===== config.mk =====
export PLATFORM = sky130hd
export DESIGN_NAME = jog_target_generator_flat
export DESIGN_NICKNAME = d
export VERILOG_FILES = /design/src/rtl/jtg_pkg.sv /design/src/rtl/jtg_if.sv /design/src/rtl/jtg_mul_serial.sv /design/src/rtl/jtg_div_serial.sv /design/src/rtl/jog_target_generator.sv /design/src/flat_wrapper.sv
export SDC_FILE = /design/constraint.sdc
export NUM_CORES = 2
export LEC_CHECK = 0
export BUFFER_PORTS_ARGS = -buffer_cell sky130_fd_sc_hd__buf_4
export CAP_MARGIN = 20
export CORE_UTILIZATION = 58
export DETAILED_ROUTE_END_ITERATION = 8
export PLACE_DENSITY = 0.85
export SLEW_MARGIN = 20
export SYNTH_ARGS = -nofsm -noshare
export SYNTH_HDL_FRONTEND = slang
export SYNTH_SLANG_ARGS = --single-unit

===== constraint.sdc =====
create_clock -name clk -period 7.9 [get_ports clk]
set_clock_uncertainty 0.1 [all_clocks]
set_input_delay 0.395 -clock clk [delete_from_list [all_inputs] [get_ports clk]]
set_output_delay 0.395 -clock clk [all_outputs]
set_load 0.05 [all_outputs]

===== src/rtl/jtg_pkg.sv =====
`timescale 1ns / 1ps

package jtg_pkg;

  localparam int DEFL_W     = 16;
  localparam int POS_W      = 32;
  localparam int TICK_W     = 10;
  localparam int TGT_W      = 32;

  localparam int CFG_IDX_W  = 3;
  localparam int CFG_DATA_W = 31;
  localparam int SDB_W      = 15;
  localparam int FS_W       = 15;
  localparam int RATE_W     = 16;
  localparam int CDB_W      = 16;
  localparam int LEAD_W     = 31;
  localparam int SOFT_W     = 31;

  // deadbanded deflection magnitude, up to 32768
  localparam int MAG_W      = 16;

  localparam int MUL_A_W    = 32;
  localparam int MUL_B_W    = 16;
  localparam int PROD_W     = 42;

  localparam int DIV_N_W    = PROD_W;
  localparam int DIV_D_W    = 15;
  localparam int DIV_DIGITS = DIV_N_W / 2;
  localparam int DIV_CNT_W  = $clog2(DIV_DIGITS + 1);

  localparam int STEP_W     = 17;
  localparam int T_W        = 36;

  localparam logic [DIV_D_W-1:0] MS_PER_SECOND = 15'd1000;

  typedef enum logic [CFG_IDX_W-1:0] {
    CFG_STICK_DEADBAND   = 3'd0,
    CFG_STICK_FULL_SCALE = 3'd1,
    CFG_JOG_MAX_RATE     = 3'd2,
    CFG_CENTER_RATE      = 3'd3,
    CFG_CENTER_DEADBAND  = 3'd4,
    CFG_LEAD_LIMIT       = 3'd5,
    CFG_SOFT_LIMIT       = 3'd6
  } cfg_reg_t;

  typedef struct packed {
    logic               start;
    logic [MUL_A_W-1:0] a;
    logic [MUL_B_W-1:0] b;
  } mul_req_t;

  typedef struct packed {
    logic               start;
    logic [DIV_N_W-1:0] dividend;
    logic [DIV_D_W-1:0] divisor;
  } div_req_t;

endpackage


===== src/rtl/jtg_if.sv =====
`timescale 1ns / 1ps

interface jtg_stick_if import jtg_pkg::*; ();
  logic                     valid;
  logic                     ready;
  logic signed [DEFL_W-1:0] raw_deflection;
  logic signed [POS_W-1:0]  actual_position;
  logic        [TICK_W-1:0] tick_ms;

  modport source (output valid, output raw_deflection, output actual_position,
                  output tick_ms, input ready);
  modport sink   (input valid, input raw_deflection, input actual_position,
                  input tick_ms, output ready);
endinterface

interface jtg_target_if import jtg_pkg::*; ();
  logic                    valid;
  logic                    ready;
  logic signed [TGT_W-1:0] new_target;

  modport source (output valid, output new_target, input ready);
  modport sink   (input valid, input new_target, output ready);
endinterface


===== src/rtl/jtg_mul_serial.sv =====
`timescale 1ns / 1ps

module jtg_mul_serial import jtg_pkg::*; (
  input  logic              clk,
  input  logic              rst,
  input  mul_req_t          req,
  output logic              done,
  output logic [PROD_W-1:0] product
);

  logic [PROD_W-1:0]  acc;
  logic [PROD_W-1:0]  ma;
  logic [MUL_B_W-1:0] mb;

  // shift-add, one multiplier bit a cycle, stops once no set bits remain
  always_ff @(posedge clk) begin
    if (rst) begin
      mb <= '0;
    end else if (req.start) begin
      acc <= '0;
      ma  <= PROD_W'(req.a);
      mb  <= req.b;
    end else if (mb != '0) begin
      if (mb[0]) begin
        acc <= acc + ma;
      end
      ma <= ma << 1;
      mb <= mb >> 1;
    end
  end

  assign done    = (mb == '0);
  assign product = acc;

endmodule


===== src/rtl/jtg_div_serial.sv =====
`timescale 1ns / 1ps

module jtg_div_serial import jtg_pkg::*; (
  input  logic               clk,
  input  logic               rst,
  input  div_req_t           req,
  output logic               done,
  output logic [DIV_N_W-1:0] quotient
);

  logic [DIV_N_W-1:0]   n;
  logic [DIV_D_W-1:0]   rem;
  logic [DIV_D_W-1:0]   d;
  logic [DIV_CNT_W-1:0] cnt;
  logic [DIV_D_W:0]     r1;
  logic [DIV_D_W:0]     r1s;
  logic [DIV_D_W:0]     r2;
  logic [DIV_D_W:0]     r2s;
  logic                 ge1;
  logic                 ge2;

  // radix-4 restoring step: two bits of quotient a cycle, remainder stays below d
  always_comb begin
    r1  = {rem, n[DIV_N_W-1]};
    ge1 = (r1 >= {1'b0, d});
    r1s = ge1 ? r1 - {1'b0, d} : r1;
    r2  = {r1s[DIV_D_W-1:0], n[DIV_N_W-2]};
    ge2 = (r2 >= {1'b0, d});
    r2s = ge2 ? r2 - {1'b0, d} : r2;
  end

  always_ff @(posedge clk) begin
    if (rst) begin
      cnt <= '0;
    end else if (req.start) begin
      n   <= req.dividend;
      d   <= req.divisor;
      rem <= '0;
      cnt <= DIV_CNT_W'(DIV_DIGITS);
    end else if (cnt != '0) begin
      n   <= {n[DIV_N_W-3:0], ge1, ge2};
      rem <= r2s[DIV_D_W-1:0];
      cnt <= cnt - 1'b1;
    end
  end

  assign done     = (cnt == '0);
  assign quotient = n;

endmodule


===== src/rtl/jog_target_generator.sv =====
`timescale 1ns / 1ps
// channel  modport  payload                                       handshake
// stick    sink     raw_deflection, actual_position, tick_ms      valid/ready
// target   source   new_target                                    valid/ready
// cfg      write    cfg_index, cfg_data                           cfg_we
//
// One item at a time. A jogging item runs a shift-add multiply over
// jog_max_rate bits, a division by full scale, a multiply over tick_ms bits and
// a division by 1000. rst is synchronous and clears the kept target to zero.
// The result sits in an output register; a stalled target channel holds the
// finished item, and the next item may be taken and worked on meanwhile, but
// its result is loaded only once the finished item has been handed over.

module jog_target_generator import jtg_pkg::*; (
  input  logic                  clk,
  input  logic                  rst,
  jtg_stick_if.sink             stick,
  jtg_target_if.source          target,
  input  logic                  cfg_we,
  input  logic [CFG_IDX_W-1:0]  cfg_index,
  input  logic [CFG_DATA_W-1:0] cfg_data
);

  typedef enum logic [7:0] {
    S_IDLE   = 8'b0000_0001,
    S_PREP   = 8'b0000_0010,
    S_MUL    = 8'b0000_0100,
    S_DIV    = 8'b0000_1000,
    S_CENTER = 8'b0001_0000,
    S_CDB    = 8'b0010_0000,
    S_LEAD   = 8'b0100_0000,
    S_SOFT   = 8'b1000_0000
  } state_t;

  localparam logic signed [T_W-1:0] T_MAX = {{(T_W-TGT_W+1){1'b0}}, {(TGT_W-1){1'b1}}};
  localparam logic signed [T_W-1:0] T_MIN = {{(T_W-TGT_W+1){1'b1}}, {(TGT_W-1){1'b0}}};

  logic [SDB_W-1:0]  stick_deadband;
  logic [FS_W-1:0]   stick_full_scale;
  logic [RATE_W-1:0] jog_max_rate;
  logic [RATE_W-1:0] center_rate;
  logic [CDB_W-1:0]  center_deadband;
  logic [LEAD_W-1:0] lead_limit;
  logic [SOFT_W-1:0] soft_limit;

  state_t state, state_next;
  logic signed [DEFL_W-1:0] raw;
  logic signed [POS_W-1:0]  pos;
  logic [TICK_W-1:0]        tick;
  logic signed [TGT_W-1:0]  last_target;
  logic signed [T_W-1:0]    t, t_next;
  logic                     jog, jog_next;
  logic                     second, second_next;
  logic                     dneg, dneg_next;
  logic                     out_valid;
  logic signed [TGT_W-1:0]  out_data;
  logic                     load_out;

  mul_req_t           mul_req;
  div_req_t           div_req;
  logic               mul_done;
  logic               div_done;
  logic [PROD_W-1:0]  product;
  logic [DIV_N_W-1:0] quotient;

  logic signed [DEFL_W:0] raw_ext;
  logic [DEFL_W:0]        raw_abs;
  logic [DEFL_W:0]        dmag_full;
  logic [MAG_W-1:0]       dmag;
  logic                   defl_zero;

  logic signed [T_W-1:0] last_ext;
  logic signed [T_W-1:0] delta;
  logic signed [T_W-1:0] step_ext;
  logic signed [T_W-1:0] cdb_ext;
  logic signed [T_W-1:0] pos_ext;
  logic signed [T_W-1:0] lead_ext;
  logic signed [T_W-1:0] soft_ext;
  logic signed [T_W-1:0] diff;
  logic signed [T_W-1:0] t_soft;
  logic signed [T_W-1:0] t_sat;

  jtg_mul_serial u_mul (
    .clk     (clk),
    .rst     (rst),
    .req     (mul_req),
    .done    (mul_done),
    .product (product)
  );

  jtg_div_serial u_div (
    .clk      (clk),
    .rst      (rst),
    .req      (div_req),
    .done     (div_done),
    .quotient (quotient)
  );

  always_ff @(posedge clk) begin
    if (rst) begin
      stick_deadband   <= '0;
      stick_full_scale <= '0;
      jog_max_rate     <= '0;
      center_rate      <= '0;
      center_deadband  <= '0;
      lead_limit       <= '0;
      soft_limit       <= '0;
    end else if (cfg_we) begin
      case (cfg_index)
        CFG_STICK_DEADBAND:   stick_deadband   <= cfg_data[SDB_W-1:0];
        CFG_STICK_FULL_SCALE: stick_full_scale <= cfg_data[FS_W-1:0];
        CFG_JOG_MAX_RATE:     jog_max_rate     <= cfg_data[RATE_W-1:0];
        CFG_CENTER_RATE:      center_rate      <= cfg_data[RATE_W-1:0];
        CFG_CENTER_DEADBAND:  center_deadband  <= cfg_data[CDB_W-1:0];
        CFG_LEAD_LIMIT:       lead_limit       <= cfg_data[LEAD_W-1:0];
        CFG_SOFT_LIMIT:       soft_limit       <= cfg_data[SOFT_W-1:0];
        default: ;
      endcase
    end
  end

  assign stick.ready = (state == S_IDLE);

  always_comb begin
    raw_ext   = {raw[DEFL_W-1], raw};
    raw_abs   = raw[DEFL_W-1] ? $unsigned(-raw_ext) : $unsigned(raw_ext);
    dmag_full = raw_abs - {2'b00, stick_deadband};
    dmag      = dmag_full[MAG_W-1:0];
    defl_zero = (raw_abs < {2'b00, stick_deadband}) || (dmag == '0);

    last_ext = {{(T_W-TGT_W){last_target[TGT_W-1]}}, last_target};
    delta    = $signed({{(T_W-TGT_W){1'b0}}, quotient[TGT_W-1:0]});
    step_ext = $signed({{(T_W-STEP_W){1'b0}}, quotient[STEP_W-1:0]});
    cdb_ext  = $signed({{(T_W-CDB_W){1'b0}}, center_deadband});
    pos_ext  = {{(T_W-POS_W){pos[POS_W-1]}}, pos};
    lead_ext = $signed({{(T_W-LEAD_W){1'b0}}, lead_limit});
    soft_ext = $signed({{(T_W-SOFT_W){1'b0}}, soft_limit});
    diff     = t - pos_ext;

    t_soft = t;
    if (soft_limit != '0) begin
      if (t > soft_ext) begin
        t_soft = soft_ext;
      end else if (t < -soft_ext) begin
        t_soft = -soft_ext;
      end
    end
    if (t_soft > T_MAX) begin
      t_sat = T_MAX;
    end else if (t_soft < T_MIN) begin
      t_sat = T_MIN;
    end else begin
      t_sat = t_soft;
    end
  end

  always_comb begin
    state_next  = state;
    t_next      = t;
    jog_next    = jog;
    second_next = second;
    dneg_next   = dneg;
    mul_req     = '0;
    div_req     = '0;
    load_out    = 1'b0;
    case (state)
      S_IDLE: begin
        if (stick.valid) begin
          state_next = S_PREP;
        end
      end
      S_PREP: begin
        dneg_next = raw[DEFL_W-1];
        if (!defl_zero && stick_full_scale != '0) begin
          mul_req.start = 1'b1;
          mul_req.a     = MUL_A_W'(dmag);
          mul_req.b     = jog_max_rate;
          jog_next      = 1'b1;
          second_next   = 1'b0;
          state_next    = S_MUL;
        end else if (defl_zero && center_rate != '0) begin
          mul_req.start = 1'b1;
          mul_req.a     = MUL_A_W'(center_rate);
          mul_req.b     = MUL_B_W'(tick);
          jog_next      = 1'b0;
          second_next   = 1'b0;
          state_next    = S_MUL;
        end else begin
          t_next     = last_ext;
          state_next = S_LEAD;
        end
      end
      S_MUL: begin
        if (mul_done) begin
          div_req.start    = 1'b1;
          div_req.dividend = product;
          div_req.divisor  = (jog && !second) ? stick_full_scale : MS_PER_SECOND;
          state_next       = S_DIV;
        end
      end
      S_DIV: begin
        if (div_done) begin
          if (jog && !second) begin
            mul_req.start = 1'b1;
            mul_req.a     = quotient[MUL_A_W-1:0];
            mul_req.b     = MUL_B_W'(tick);
            second_next   = 1'b1;
            state_next    = S_MUL;
          end else if (jog) begin
            t_next     = dneg ? last_ext - delta : last_ext + delta;
            state_next = S_LEAD;
          end else begin
            state_next = S_CENTER;
          end
        end
      end
      S_CENTER: begin
        if (last_ext > step_ext) begin
          t_next = last_ext - step_ext;
        end else if (last_ext < -step_ext) begin
          t_next = last_ext + step_ext;
        end else begin
          t_next = '0;
        end
        state_next = S_CDB;
      end
      S_CDB: begin
        if (t > -cdb_ext && t < cdb_ext) begin
          t_next = '0;
        end
        state_next = S_LEAD;
      end
      S_LEAD: begin
        if (diff > lead_ext) begin
          t_next = pos_ext + lead_ext;
        end else if (diff < -lead_ext) begin
          t_next = pos_ext - lead_ext;
        end
        state_next = S_SOFT;
      end
      S_SOFT: begin
        if (!out_valid || target.ready) begin
          load_out   = 1'b1;
          state_next = S_IDLE;
        end
      end
      default: state_next = S_IDLE;
    endcase
  end

  always_ff @(posedge clk) begin
    if (rst) begin
      state       <= S_IDLE;
      last_target <= '0;
      out_valid   <= 1'b0;
      jog         <= 1'b0;
      second      <= 1'b0;
    end else begin
      state  <= state_next;
      jog    <= jog_next;
      second <= second_next;
      if (load_out) begin
        last_target <= t_sat[TGT_W-1:0];
        out_valid   <= 1'b1;
      end else if (target.ready) begin
        out_valid <= 1'b0;
      end
    end
  end

  always_ff @(posedge clk) begin
    t    <= t_next;
    dneg <= dneg_next;
    if (stick.valid && stick.ready) begin
      raw  <= stick.raw_deflection;
      pos  <= stick.actual_position;
      tick <= stick.tick_ms;
    end
    if (load_out) begin
      out_data <= t_sat[TGT_W-1:0];
    end
  end

  assign target.valid      = out_valid;
  assign target.new_target = out_data;

  a_div_nonzero: assert property (@(posedge clk) disable iff (rst)
    div_req.start |-> div_req.divisor != '0)
    else $error("divider started with zero divisor");

  a_kept_target: assert property (@(posedge clk) disable iff (rst)
    load_out |=> (target.valid && last_target == target.new_target))
    else $error("kept target differs from emitted item");

  a_soft_bound: assert property (@(posedge clk) disable iff (rst)
    (load_out && soft_limit != '0) |=>
      ($signed(target.new_target) <= $signed({1'b0, soft_limit}) &&
       $signed(target.new_target) >= -$signed({1'b0, soft_limit})))
    else $error("emitted target outside soft limit");

endmodule


===== src/flat_wrapper.sv =====
// flat-port wrapper written by rule: the top's interface ports become plain ports
module jog_target_generator_flat import jtg_pkg::*;
  (clk, rst, cfg_we, cfg_index, cfg_data, stick_valid, stick_raw_deflection, stick_actual_position, stick_tick_ms, stick_ready, target_valid, target_new_target, target_ready);
  jtg_stick_if stick_i ();
  jtg_target_if target_i ();
  input  logic clk;
  input  logic rst;
  input  logic cfg_we;
  input  logic [CFG_IDX_W-1:0] cfg_index;
  input  logic [CFG_DATA_W-1:0] cfg_data;
  input wire logic [$bits(stick_i.valid)-1:0] stick_valid;
  input wire logic [$bits(stick_i.raw_deflection)-1:0] stick_raw_deflection;
  input wire logic [$bits(stick_i.actual_position)-1:0] stick_actual_position;
  input wire logic [$bits(stick_i.tick_ms)-1:0] stick_tick_ms;
  output wire logic [$bits(stick_i.ready)-1:0] stick_ready;
  output wire logic [$bits(target_i.valid)-1:0] target_valid;
  output wire logic [$bits(target_i.new_target)-1:0] target_new_target;
  input wire logic [$bits(target_i.ready)-1:0] target_ready;
  assign stick_i.valid = stick_valid;
  assign stick_i.raw_deflection = stick_raw_deflection;
  assign stick_i.actual_position = stick_actual_position;
  assign stick_i.tick_ms = stick_tick_ms;
  assign stick_ready = stick_i.ready;
  assign target_valid = target_i.valid;
  assign target_new_target = target_i.new_target;
  assign target_i.ready = target_ready;
  jog_target_generator u_core (.clk(clk), .rst(rst), .stick(stick_i), .target(target_i), .cfg_we(cfg_we), .cfg_index(cfg_index), .cfg_data(cfg_data));
endmodule

==> results.tsv <==
stage	metric	value	unit
global_route	track_usage	0.3678	
logic_synthesis	ys_types	105	
floorplanning	start_util	0.5873	
floorplanning	die_width	260.5	um
floorplanning	core_area	65980	um2
timing	rsz0062_at_grt	true	
drt	drt_wl_total	128300	um
clock_tree	cts_buffers	57	
finish	nNetsFinal	5405	
job	cap_violations	0	
worst_setup_path	cp_top_family	compound AO/OA/AOI/OAI gates	
logic_synthesis	synth_area_leaders	edfxtp_1 (22%), ha_1 (14%), dfxtp_1 (11%)	
timing	report.final.setup_viol	0	
pwr	p_leak	18.20	nW
drt	drt_iter0_markers	4469	
worst_setup_path	regToRegSetupSlack	0.08	ns
drt	vias	36840	
logic_synthesis	synth_commonest_cells	nand2_1 (614), a21oi_1 (461), ha_1 (444), nor2_1 (356), edfxtp_1 (281)	
worst_hold_path	hold_path_class	input port to register	
drt	wl_per_cell	22.24	um
pwr	vdd_drop_max	0.2226	mV
logic_synthesis	yosys_warnings	0	
logic_synthesis	synth_top_area_share	0.2178	
worst_setup_path	crit_path_frequent_cell	buf_4	
floorplanning	die_area	67850	um2
logic_synthesis	synth_edf_count	281	
place	dp.cells	5555	
clock_tree	cts_htree_levels	2	
worst_setup_path	crit_arrival	8.10	ns
drt	drc	14	
clock_tree	root_buffer	clkbuf_16	
drt	firstDrtPassIters	9	
drt	vias_per_cell	6.387	
worst_setup_path	slowest_delay	0.45	ns
logic_synthesis	synth-main-ff-cell	edfxtp_1	
timing	hold_violations	0	
clock_tree	cts.sinks	485	
logic_synthesis	synth_most_common_cell	nand2_1	
drt	ant_nets	0	
pwr	power_density	270.0	nW/um2
status	status	finished, violations left	
finish	diodes	0	
worst_setup_path	required	8.18	ns
global_route	antenna_found_initial	5	
clock_tree	cts.clk_slew.worst_paths	0.07	ns
logic_synthesis	syn_nets	5151	
status	violations	design-rule violations	
place	hpwl	95060	um
global_route	grt_max_degree	88	
timing	period_needed	7.817	ns
logic_synthesis	synth_top_area_cell	edfxtp_1	
finish	area_delta_synth_final	14.85	%
timing	worstMarginPinSlew	0.9899	ns
timing	drv_slew	0	
worst_setup_path	crit_fanout	5	
floorplanning	io_pins	131	
place	io_buffers	130	
finish	drive_gt1_frac	0.1007	
timing	max_freq	127.9	MHz
place	gp_congestion	1.022	
worst_setup_path	critPathLaunchType	register	
floorplanning	die_y	260.5	um
worst_setup_path	cpMaxStageDelayCell	edfxtp_1	
clock_tree	clkLatencyLatePin	0.69	ns
logic_synthesis	avgSynthCellArea	8.422	um2
global_route	grt_pass1_wl	194500	um
worst_setup_path	worstSetupPathType	register to register	
timing	slew_headroom	0.3340	
logic_synthesis	synth_area	38750	um2
floorplanning	rows	94	
clock_tree	cts_tree	built	
logic_synthesis	yosysSeqAreaShare	0.3231	
worst_setup_path	critPathBufInv	4	
logic_synthesis	async_reset_ff_frac	0	
logic_synthesis	synthCells	4601	
timing	period_share	0.9895	
logic_synthesis	synth-seq-cells	485	
clock_tree	clockBufferDepth	3	
finish	finalNonFillerCells	5768	
global_route	grt_overflow	0	
worst_setup_path	critical_path.endpoint_type	register	
global_route	grt_pass1_vias	34650	
finish	fin_util	0.6745	
## metal layers
| layer | wire length (um) | vias up | track usage |
|---|---|---|---|
| met1 | 51530 | 17330 | 0.4789 |
| met4 | 7793 | 2 | 0.1990 |
| li1 | - | 17210 | - |
| met3 | 12360 | 437 | 0.06605 |
| met5 | 12 | - | 0 |
| met2 | 56570 | 1867 | 0.5794 |
## metrics by stage
stage / cell area [um2] / worst slack [ns] / total power [mW] / TNS, ns / hold WS [ns]
after floorplan: 38750 / 0.2890 / 7.287 / 0 / 0.3316
after global placement: 41170 / -0.07904 / 8.784 / -0.1284 / 0.3396
after detailed placement: 41170 / -0.2316 / 8.877 / -0.4963 / 0.3451
after CTS: 44130 / 0.01018 / 11.73 / 0 / 0.04041
after global routing: 44500 / -0.08342 / 12.66 / -0.3464 / 0.09446
final: 44500 / 0.08324 / 12.01 / 0 / 0.06500
## cell usage in the layout (no fill, tap or decap), drive strengths merged, types with 91 or more instances in the layout
| cell | instances |
|---|---|
| nand2 | 615 |
| a21oi | 464 |
| ha | 444 |
| nor2 | 359 |
| edfxtp | 281 |
| inv | 279 |
| buf | 276 |
| xnor2 | 244 |
| dfxtp | 204 |
| o21ai | 198 |
| a21o | 134 |
| nor3 | 118 |
| nand3 | 91 |
## where the power goes
| part | switching [mW] | internal (mW) | total, mW |
|---|---|---|---|
| Sequential | 0.273 | 3.09 | 3.36 |
| Clock | 1.20 | 1.60 | 2.79 |
| Combinational | 3.49 | 2.38 | 5.86 |
## worst paths after layout
kind                       from                        to  cells after the start
max                 u_core.t[2]              u_core.t[16]                     32
min                         rst  u_core.stick_deadband[7]                      2
max reg2reg         u_core.t[2]              u_core.t[16]                     32
min reg2reg  u_core.u_mul.mb[5]        u_core.u_mul.mb[4]                      2
## worst reg2reg max path, delay by kind of cell (launching register included)
kind | cells | cell delay [ns]
simple gates | 4 | 0.55
xor+xnor | 2 | 0.55
buf+inv | 4 | 0.59
flops | 1 | 0.45
compound gates | 19 | 4.31
fa+ha+maj | 3 | 0.98
## kinds of logic (layout without fill, tap and decap cells)
logic type,after synthesis,in the layout,synth area share
AND/OR/NAND/NOR,1618,1618,0.1969
AO/OA/AOI/OAI,1255,1255,0.2082
flip-flops,485,485,0.3231
adder cells (fa/ha/maj),453,453,0.1480
buffers and inverters,445,748,0.04475
XOR/XNOR,315,315,0.07120
multiplexers,30,30,0.007814
## area by class of cell
| cell class | count | area [um2] |
|---|---|---|
| tap | 864 | 1081 |
| sequential | 485 | 12520 |
| fill | 5282 | 21480 |
| timing repair buffer | 367 | 3002 |
| inverter | 273 | 1025 |
| multi-input combinational | 3671 | 24870 |
| clock inverter | 31 | 296.5 |
| clock buffer | 77 | 1708 |
## registers in the layout (all words and copies together) (netlist names), 31 cells and up
register / flops
u_core.u_mul.product: 42
u_core.target.new_target: 32
u_core.lead_limit: 31
u_core.soft_limit: 31
u_core.last_target: 32
u_core.t: 34
u_core.pos: 32
u_core.u_div.quotient: 42
u_core.u_mul.ma: 42
## what timing repair did
item / 4_1_cts / 5_1_grt
cloned: 0 / 2
buffers inserted: 2 / 9
gates resized for setup: 9 / 54
pin swaps: 5 / 46
hold buffers: 90 / 0
endpoints found under the hold margin: 190 / 0
setup endpoints to repair: 10 / 22
Note: power is estimated with default switching activity, not from simulation.
